$ cat config.mk
export PLATFORM = sky130hd
export DESIGN_NAME = sliding_window_anagram_match
export DESIGN_NICKNAME = d
export VERILOG_FILES = /design/src/rtl/core/swam_pkg.sv /design/src/rtl/core/sliding_window_anagram_match.sv
export SDC_FILE = /design/constraint.sdc
export NUM_CORES = 2
export LEC_CHECK = 0
export ABC_AREA = 1
export ABC_CLOCK_PERIOD_IN_PS = 13200
export BUFFER_PORTS_ARGS = -buffer_cell sky130_fd_sc_hd__clkbuf_2
export CAP_MARGIN = 20
export CORE_ASPECT_RATIO = 1.1
export CORE_UTILIZATION = 30
export DETAILED_ROUTE_END_ITERATION = 6
export PLACE_DENSITY_LB_ADDON = 0.05
export REMOVE_ABC_BUFFERS = 1
export SLEW_MARGIN = 10
export SYNTH_ARGS = -nofsm -noshare
export SYNTH_HDL_FRONTEND = slang
export SYNTH_SLANG_ARGS = --single-unit
$ cat constraint.sdc
create_clock -name clk -period 13.2 [get_ports clk]
set_clock_uncertainty 0.2 [all_clocks]
set_input_delay 1.32 -clock clk [delete_from_list [all_inputs] [get_ports clk]]
set_output_delay 1.32 -clock clk [all_outputs]
set_load 0.02 [all_outputs]
$ cat src/rtl/core/swam_pkg.sv
// ----------------------------------------------------------------------------
// swam_pkg
// Shared types and fixed field widths for the sliding window anagram matcher.
// ----------------------------------------------------------------------------
package swam_pkg;

  // Width of a letter field (a=0 .. z=25, up to 31 representable)
  localparam int LETTER_W = 5;

  // Stream widths: letter in s_tdata, opcode in s_tuser, three flags in m_tdata
  localparam int S_TDATA_W = 8;
  localparam int S_TUSER_W = 2;
  localparam int M_TDATA_W = 8;

  // Request kinds carried on s_tuser; the remaining code means nothing
  typedef enum logic [S_TUSER_W-1:0] {
    OP_CLEAR   = 2'd0,
    OP_PATTERN = 2'd1,
    OP_TEXT    = 2'd2
  } swam_op_t;

endpackage

$ cat src/rtl/core/sliding_window_anagram_match.sv
// ----------------------------------------------------------------------------
// sliding_window_anagram_match
// Reports, per text letter, whether the last L letters are a permutation of
// a pattern of length L, plus a sticky found flag.
// ----------------------------------------------------------------------------
// Usage
//   Input requests arrive on s_tvalid/s_tready. s_tuser gives the kind: clear
//   (start a job), pattern letter or text letter; s_tdata[4:0] is the letter
//   and s_tlast marks the final text letter. Letters at or above ALPHABET and
//   the unused kind are dropped silently.
//   Only text letters produce a result on m_tvalid/m_tready: m_tdata[0] is
//   window_match, [1] found, [2] overflow, and m_tlast echoes s_tlast.
//   Pattern letters past MAX_PATTERN are dropped and raise overflow until the
//   next clear; pattern letters after text has started are dropped too.
// Timing
//   One request is taken per cycle while s_tready is high. A result is
//   registered, appearing in the cycle after its text letter is taken. Both
//   histograms and the mismatch count are updated in a single pass; the ring
//   buffer reads the leaving letter ahead into a register, with write bypass.
//   When the result register is full and m_tready is low, s_tready drops.
// Reset
//   rst (synchronous) returns the block to an empty job; the ring buffer
//   contents are not cleared, as no entry is read before it is rewritten.
// ----------------------------------------------------------------------------
module sliding_window_anagram_match
  import swam_pkg::*;
#(
  parameter int MAX_PATTERN = 256,
  parameter int ALPHABET    = 26
) (
  input  logic                 clk,
  input  logic                 rst,
  input  logic                 s_tvalid,
  output logic                 s_tready,
  input  logic [S_TDATA_W-1:0] s_tdata,   // [4:0] letter, [7:5] zero
  input  logic [S_TUSER_W-1:0] s_tuser,   // [1:0] opcode
  input  logic                 s_tlast,
  output logic                 m_tvalid,
  input  logic                 m_tready,
  output logic [M_TDATA_W-1:0] m_tdata,   // [0] window_match, [1] found,
                                          // [2] overflow, [7:3] zero
  output logic                 m_tlast
);

  localparam int PTR_W = (MAX_PATTERN > 1) ? $clog2(MAX_PATTERN) : 1;
  localparam int LEN_W = $clog2(MAX_PATTERN + 1);
  localparam int SYM_W = $clog2(ALPHABET);
  localparam int MIS_W = $clog2(ALPHABET + 1);

  localparam logic [PTR_W-1:0] PTR_LAST = PTR_W'(MAX_PATTERN - 1);
  localparam logic [LEN_W-1:0] LEN_MAX  = LEN_W'(MAX_PATTERN);
  localparam logic [LEN_W:0]   RING_LEN = (LEN_W + 1)'(MAX_PATTERN);

  // Job state
  logic [LEN_W-1:0]    pat_cnt [ALPHABET];
  logic [LEN_W-1:0]    win_cnt [ALPHABET];
  logic [LEN_W-1:0]    pat_cnt_next [ALPHABET];
  logic [LEN_W-1:0]    win_cnt_next [ALPHABET];
  logic [MIS_W-1:0]    mismatch, mismatch_next;
  logic [LEN_W-1:0]    pattern_length, pattern_length_next;
  logic [LEN_W-1:0]    text_seen, text_seen_next;
  logic [PTR_W-1:0]    ring_ptr, ring_ptr_next;
  logic                found_flag, found_flag_next;
  logic                overflow_flag, overflow_flag_next;
  logic                text_started, text_started_next;

  // Ring buffer and its read-ahead port
  logic [LETTER_W-1:0] ring_mem [MAX_PATTERN];
  logic [LETTER_W-1:0] old_letter;
  logic [PTR_W-1:0]    rd_addr;
  logic [LEN_W:0]      rd_base;

  // Result register
  logic                out_valid;
  logic                out_match, out_found, out_overflow, out_last;

  // Request decode
  swam_op_t            op;
  logic [LETTER_W-1:0] letter;
  logic [SYM_W-1:0]    sym_idx, old_idx;
  logic                s_fire, sym_ok;
  logic                is_clear, is_pat, pat_add, pat_drop, is_txt, txt_win;
  logic                win_full, win_drop, match;
  logic [ALPHABET-1:0] lane_up, lane_dn, lane_neq;

  assign op       = swam_op_t'(s_tuser);
  assign letter   = s_tdata[LETTER_W-1:0];
  assign sym_idx  = SYM_W'(letter);
  assign old_idx  = SYM_W'(old_letter);
  assign s_tready = !out_valid || m_tready;
  assign s_fire   = s_tvalid && s_tready;
  assign sym_ok   = {4'd0, letter} < 9'(ALPHABET);

  assign is_clear = s_fire && (op == OP_CLEAR);
  assign is_pat   = s_fire && (op == OP_PATTERN) && sym_ok && !text_started;
  assign pat_add  = is_pat && (pattern_length != LEN_MAX);
  assign pat_drop = is_pat && (pattern_length == LEN_MAX);
  assign is_txt   = s_fire && (op == OP_TEXT) && sym_ok;
  // An empty pattern bypasses the window entirely
  assign txt_win  = is_txt && (pattern_length != '0);
  assign win_full = (text_seen == pattern_length);
  assign win_drop = txt_win && win_full;

  // Per-letter lanes: each count moves by at most one step up and one down
  always_comb begin
    for (int i = 0; i < ALPHABET; i++) begin
      pat_cnt_next[i] = pat_cnt[i] + LEN_W'(pat_add && (sym_idx == SYM_W'(i)));
      win_cnt_next[i] = win_cnt[i] + LEN_W'(txt_win && (sym_idx == SYM_W'(i)))
                        - LEN_W'(win_drop && (old_idx == SYM_W'(i)));
      lane_neq[i] = (pat_cnt[i] != win_cnt[i]);
      lane_up[i]  = !lane_neq[i] && (pat_cnt_next[i] != win_cnt_next[i]);
      lane_dn[i]  = lane_neq[i] && (pat_cnt_next[i] == win_cnt_next[i]);
    end
  end

  always_comb begin
    mismatch_next       = MIS_W'(int'(mismatch) + $countones(lane_up)
                                 - $countones(lane_dn));
    pattern_length_next = pattern_length + LEN_W'(pat_add);
    text_seen_next      = text_seen + LEN_W'(txt_win && !win_full);
    ring_ptr_next       = ring_ptr;
    if (txt_win) begin
      ring_ptr_next = (ring_ptr == PTR_LAST) ? '0 : ring_ptr + PTR_W'(1);
    end
    overflow_flag_next  = overflow_flag || pat_drop;
    text_started_next   = text_started || is_txt;
    match = (pattern_length == '0) ||
            ((text_seen_next == pattern_length) && (mismatch_next == '0));
    found_flag_next     = found_flag || (is_txt && match);
    if (is_clear) begin
      mismatch_next       = '0;
      pattern_length_next = '0;
      text_seen_next      = '0;
      ring_ptr_next       = '0;
      overflow_flag_next  = 1'b0;
      text_started_next   = 1'b0;
      found_flag_next     = 1'b0;
    end
  end

  // Address of the letter that leaves the window on the next text letter
  always_comb begin
    rd_base = (LEN_W + 1)'(ring_ptr_next);
    if (rd_base < (LEN_W + 1)'(pattern_length_next)) begin
      rd_base = rd_base + RING_LEN;
    end
    rd_addr = PTR_W'(rd_base - (LEN_W + 1)'(pattern_length_next));
  end

  // Ring buffer: write the new letter, read ahead with bypass on collision
  always_ff @(posedge clk) begin
    if (txt_win) begin
      ring_mem[ring_ptr] <= letter;
    end
    if (txt_win && (rd_addr == ring_ptr)) begin
      old_letter <= letter;
    end else begin
      old_letter <= ring_mem[rd_addr];
    end
  end

  always_ff @(posedge clk) begin
    if (rst) begin
      for (int i = 0; i < ALPHABET; i++) begin
        pat_cnt[i] <= '0;
        win_cnt[i] <= '0;
      end
      mismatch       <= '0;
      pattern_length <= '0;
      text_seen      <= '0;
      ring_ptr       <= '0;
      found_flag     <= 1'b0;
      overflow_flag  <= 1'b0;
      text_started   <= 1'b0;
    end else begin
      for (int i = 0; i < ALPHABET; i++) begin
        pat_cnt[i] <= is_clear ? '0 : pat_cnt_next[i];
        win_cnt[i] <= is_clear ? '0 : win_cnt_next[i];
      end
      mismatch       <= mismatch_next;
      pattern_length <= pattern_length_next;
      text_seen      <= text_seen_next;
      ring_ptr       <= ring_ptr_next;
      found_flag     <= found_flag_next;
      overflow_flag  <= overflow_flag_next;
      text_started   <= text_started_next;
    end
  end

  // Result register: load on a text letter, drop once taken
  always_ff @(posedge clk) begin
    if (rst) begin
      out_valid <= 1'b0;
    end else if (is_txt) begin
      out_valid <= 1'b1;
    end else if (m_tready) begin
      out_valid <= 1'b0;
    end
    if (is_txt) begin
      out_match    <= match;
      out_found    <= found_flag_next;
      out_overflow <= overflow_flag;
      out_last     <= s_tlast;
    end
  end

  assign m_tvalid = out_valid;
  assign m_tdata  = {(M_TDATA_W - 3)'(0), out_overflow, out_found, out_match};
  assign m_tlast  = out_last;

  // Checks
  a_mismatch_exact: assert property (@(posedge clk) disable iff (rst)
    mismatch == MIS_W'($countones(lane_neq)))
    else $error("mismatch count disagrees with histograms");

  a_seen_bounded: assert property (@(posedge clk) disable iff (rst)
    text_seen <= pattern_length)
    else $error("text_seen passed pattern length");

  a_ptr_range: assert property (@(posedge clk) disable iff (rst)
    ring_ptr <= PTR_LAST)
    else $error("ring pointer out of range");

  a_match_found: assert property (@(posedge clk) disable iff (rst)
    out_valid && out_match |-> out_found)
    else $error("match reported without found");

  a_clear_empties: assert property (@(posedge clk) disable iff (rst)
    is_clear |=> (pattern_length == '0) && !found_flag && !text_started)
    else $error("clear left job state behind");

endmodule

==> summary.md <==
| Metric | Value |
|---|---|
| First-pass GRT wire length | `roughly 400 mm` |
| DP HPWL | `174 mm` |
| Area share of the largest cell type after synthesis | `0.438` |
| Clock tree buffer depth | `4` |
| Layout cell share with drive strength beyond 1 | `0.0574` |
| Status | `finished, violations left` |
| CP Launch Type | `register` |
| Antenna violations before repair | `12` |
| Worst Hold Class | `register to register` |
| Final #Nets | `9700` |
| Die Wd | `between 500 and 600 µm` |
| Crit-path max FO | `40` |
| Most used DFF post-synth | `edfxtp_1` |
| Synthesized-area fraction occupied by adder cells | `0.0608` |
| Simple-Gate Fraction of Synth Area | `0.236` |
| Failing checks | `DRC` |
| Post-CTS Hold Buffers | `0` |
| Post-synthesis sequential area ratio | `0.554` |
| Die Ht | `~570 µm` |
| Global route overflow | `0` |
| DRT iter0 DRCs | `3484` |
| Syn Area/Cell | `9.45 µm²` |
| Clk pwr share | `0.233` |
| Worst slew margin | `0.259` |
| Critical path's top delay family | `adder cells` |
| Final setup TNS | `0 ns` |
| Switching Power | `between 10000 and 15000 µW` |
| Comb pwr share | `0.522` |
| Drt total wl | `around 270 mm` |
| YS warnings | `0` |
| Drt drc | `6` |
| CP required | `13.70 ns` |
| Internal Dissipation | `approximately 15000 µW` |
| Slowest cell on crit path | `dfxtp_4` |
| Library cells used by synthesis | `51` |
| Mux contribution to synthesized area | `0` |
| Dpl ws | `~0.45 ns` |
| Area contributors post-synth | `edfxtp_1 44%, dfxtp_1 12%, nand2_1 8.5%, nand3_1 8.1%, nor2_1 4.5%` |
| Part of the power in registers | `0.245` |
| Detail Route Antenna Nets | `0` |
| Tcrit/Tclk final | `0.946` |
| Final Hold Viols | `0` |
| IO Port Bufs | `17` |
| Synth area leader | `edfxtp_1` |
| Final worst slack | `roughly 0.7 ns` |
| Die area | `between 200000 and 300000 µm²` |
| Total iterations of the first detailed-routing run | `7` |
| Crit path arrival time | `12.99 ns` |
| Root Buffer | `clkbuf_16` |
| Site Rows | `around 210` |
| Vias in the first global route | `63.4k` |
| Post-Synth XOR/XNOR Area | `0.0654` |
| Vias per cell | `4.67` |
| Most common cell after layout, fill and taps aside | `nand2_1` |
| Synth Area in Compound Gates | `0.0269` |
| Leakage | `between 0.03 and 0.04 µW` |
| I/O pin count | `26` |
| Asr flop ratio synth | `0` |
| Synthesized area | `88000 µm²` |
| Max-Cap Viols | `0` |
| Unrepaired setup endpoints after global routing | `no` |
| Largest family of logic cells by synthesized area | `simple AND/OR/NAND/NOR gates` |
| CP bufs+invs | `11` |
| TritonCTS Buffers | `215` |
| Switching Fraction | `0.424` |
| CTS Sinks | `1795` |
| CP Capture Type | `register` |
| Power Dens Cells | `approximately 260 nW/µm²` |
| Crit Path Class | `register to register` |
| Slew Viols, Final | `0` |
| Clk_lat worst skew | `0.89 ns` |
| Worst IR drop on VDD | `1720 µV` |
| Area grow syn2layout | `13.3%` |
| Fill cell count | `between 20k and 30k` |
| Post-route minimum period | `12.49 ns` |
| TritonCTS clock tree | `done` |
| DR vias | `62.4k` |
| Total GRT Usage | `0.180` |
| Clock transition at the registers of the reported paths | `0.06 ns` |
| Final Wtd Congestion | `0.787` |
| Post CTS Setup Buffer Count | `0` |
| Number of enable flip-flop cells after synthesis | `1284` |
| Fmax | `80.1 MHz` |
| Worst Max-Slew Pin Slew | `between 1 and 1.5 ns` |
| Synth Register Bits | `1795` |
| Core Region | `just under 300000 µm²` |
| Final Setup Violations | `0` |
| DR WL/cell | `about 20 µm` |
| Largest net degree at the start of global routing | `approximately 190` |
| Htree depth | `4` |
| Post-Synthesis Cells | `9319` |
| Most frequent cells in the layout | `1987 x nand2_1, 1429 x nand3_1, 1284 x edfxtp_1, 1063 x nor2_1, 847 x inv_1` |
| CP max stage delay | `roughly 0.68 ns` |
| Starting density of the core | `0.302` |
-- synthesized netlist by cell type, types with 14 or more instances --
library cell	count
ha_1	311
nand3_1	1433
buf_1	18
o21bai_1	19
inv_1	849
a31oi_1	15
xor2_1	449
fa_1	73
buf_4	14
o311ai_0	27
a21oi_1	182
nor3b_1	14
nor2_1	1063
nor4_1	50
nand2_1	1999
edfxtp_1	1284
dfxtp_1	511
nand4_1	84
nor3_1	75
clkbuf_1	158
o211ai_1	17
xnor2_1	208
nand3b_1	59
buf_2	192
o21ai_0	84
or2_2	41
-- worst min-delay path, delay by kind of cell, from the launching register on --
family / cells / cell delay [ns]
buffers and inverters: 1 / 0.06
AOI/OAI and AO/OA: 1 / 0.06
DFF: 1 / 0.30
-- per-layer routing --
metal,part of all wire,up-vias,track usage,routed length (µm)
met5,0,-,0,0
met4,0.025,0,0.0478,6680
li1,-,31100,-,-
met3,0.035,326,0.0196,9400
met2,0.50,906,0.323,135000
met1,0.44,30100,0.228,119000
-- path summary, 6_finish.rpt --
| kind | start | end | slack (ns) | cells past startpoint |
|---|---|---|---|---|
| setup / recovery | register | out_found | 0.71 | 51 |
| hold / removal | text_started | text_started | 0.26 | 2 |
| setup reg to reg | register | out_found | 0.71 | 51 |
| hold reg to reg | text_started | text_started | 0.26 | 2 |
-- power groups by stage --
| stage | clock (µW) | sequential [µW] | combinational, µW |
|---|---|---|---|
| final | 5940 | 6230 | 13300 |
| after global routing | 6330 | 6240 | 14900 |
| after CTS | 6140 | 6230 | 13700 |
| after detailed placement | 0 | 6350 | 13600 |
| after global placement | 0 | 6350 | 13600 |
| after floorplan | 0 | 6430 | 11000 |
-- cell type report --
| class | count | area, µm² | share of cell area |
|---|---|---|---|
| Antenna cell | 2 | 5.00 | 0.0000502 |
| Clock buffer | 284 | 5980 | 0.0599 |
| Clock inverter | 107 | 947 | 0.00950 |
| Inverter | 862 | 3260 | 0.0327 |
| Multi-Input combinational cell | 6284 | 34400 | 0.345 |
| Sequential cell | 1795 | 48800 | 0.489 |
| Tap cell | 3885 | 4860 | 0.0487 |
| Timing Repair Buffer | 143 | 1490 | 0.0149 |
-- stage by stage --
step           hold slack [ns]  power [µW]  instance area, µm²   util  std cells
6_report                 0.257       25500               99700  0.341      13400
5_1_grt                  0.278       27500               99700  0.341      13400
4_1_cts                  0.259       26100               99700  0.341      13400
3_5_place_dp             0.248       20000               92800  0.318      13000
3_3_place_gp             0.244       20000               92800  0.318      13000
2_1_floorplan            0.209       17400               86300      -       8941
-- state kept, by name (all words and copies together) (netlist names), 5 cells and up, named ones only --
| name | cells |
|---|---|
| pattern_length | 9 |
| text_seen | 9 |
| pat_cnt | 234 |
| ring_ptr | 8 |
| ring_mem | 1280 |
| win_cnt | 234 |
| mismatch | 5 |
-- logic make-up after synthesis --
kind of cell | count (synthesis)
simple gates | 4838
compound gates | 400
xor+xnor | 657
other cells | 1
buf+inv | 1244
fa+ha+maj | 384
flops | 1795
-- repair_timing --
| item | in CTS | in global routing |
|---|---|---|
| setup endpoints to repair | 0 | 1 |
| hold endpoints to repair | 0 | 0 |
| gates resized for setup | 0 | 3 |
Note: power is estimated with default switching activity, not from simulation.
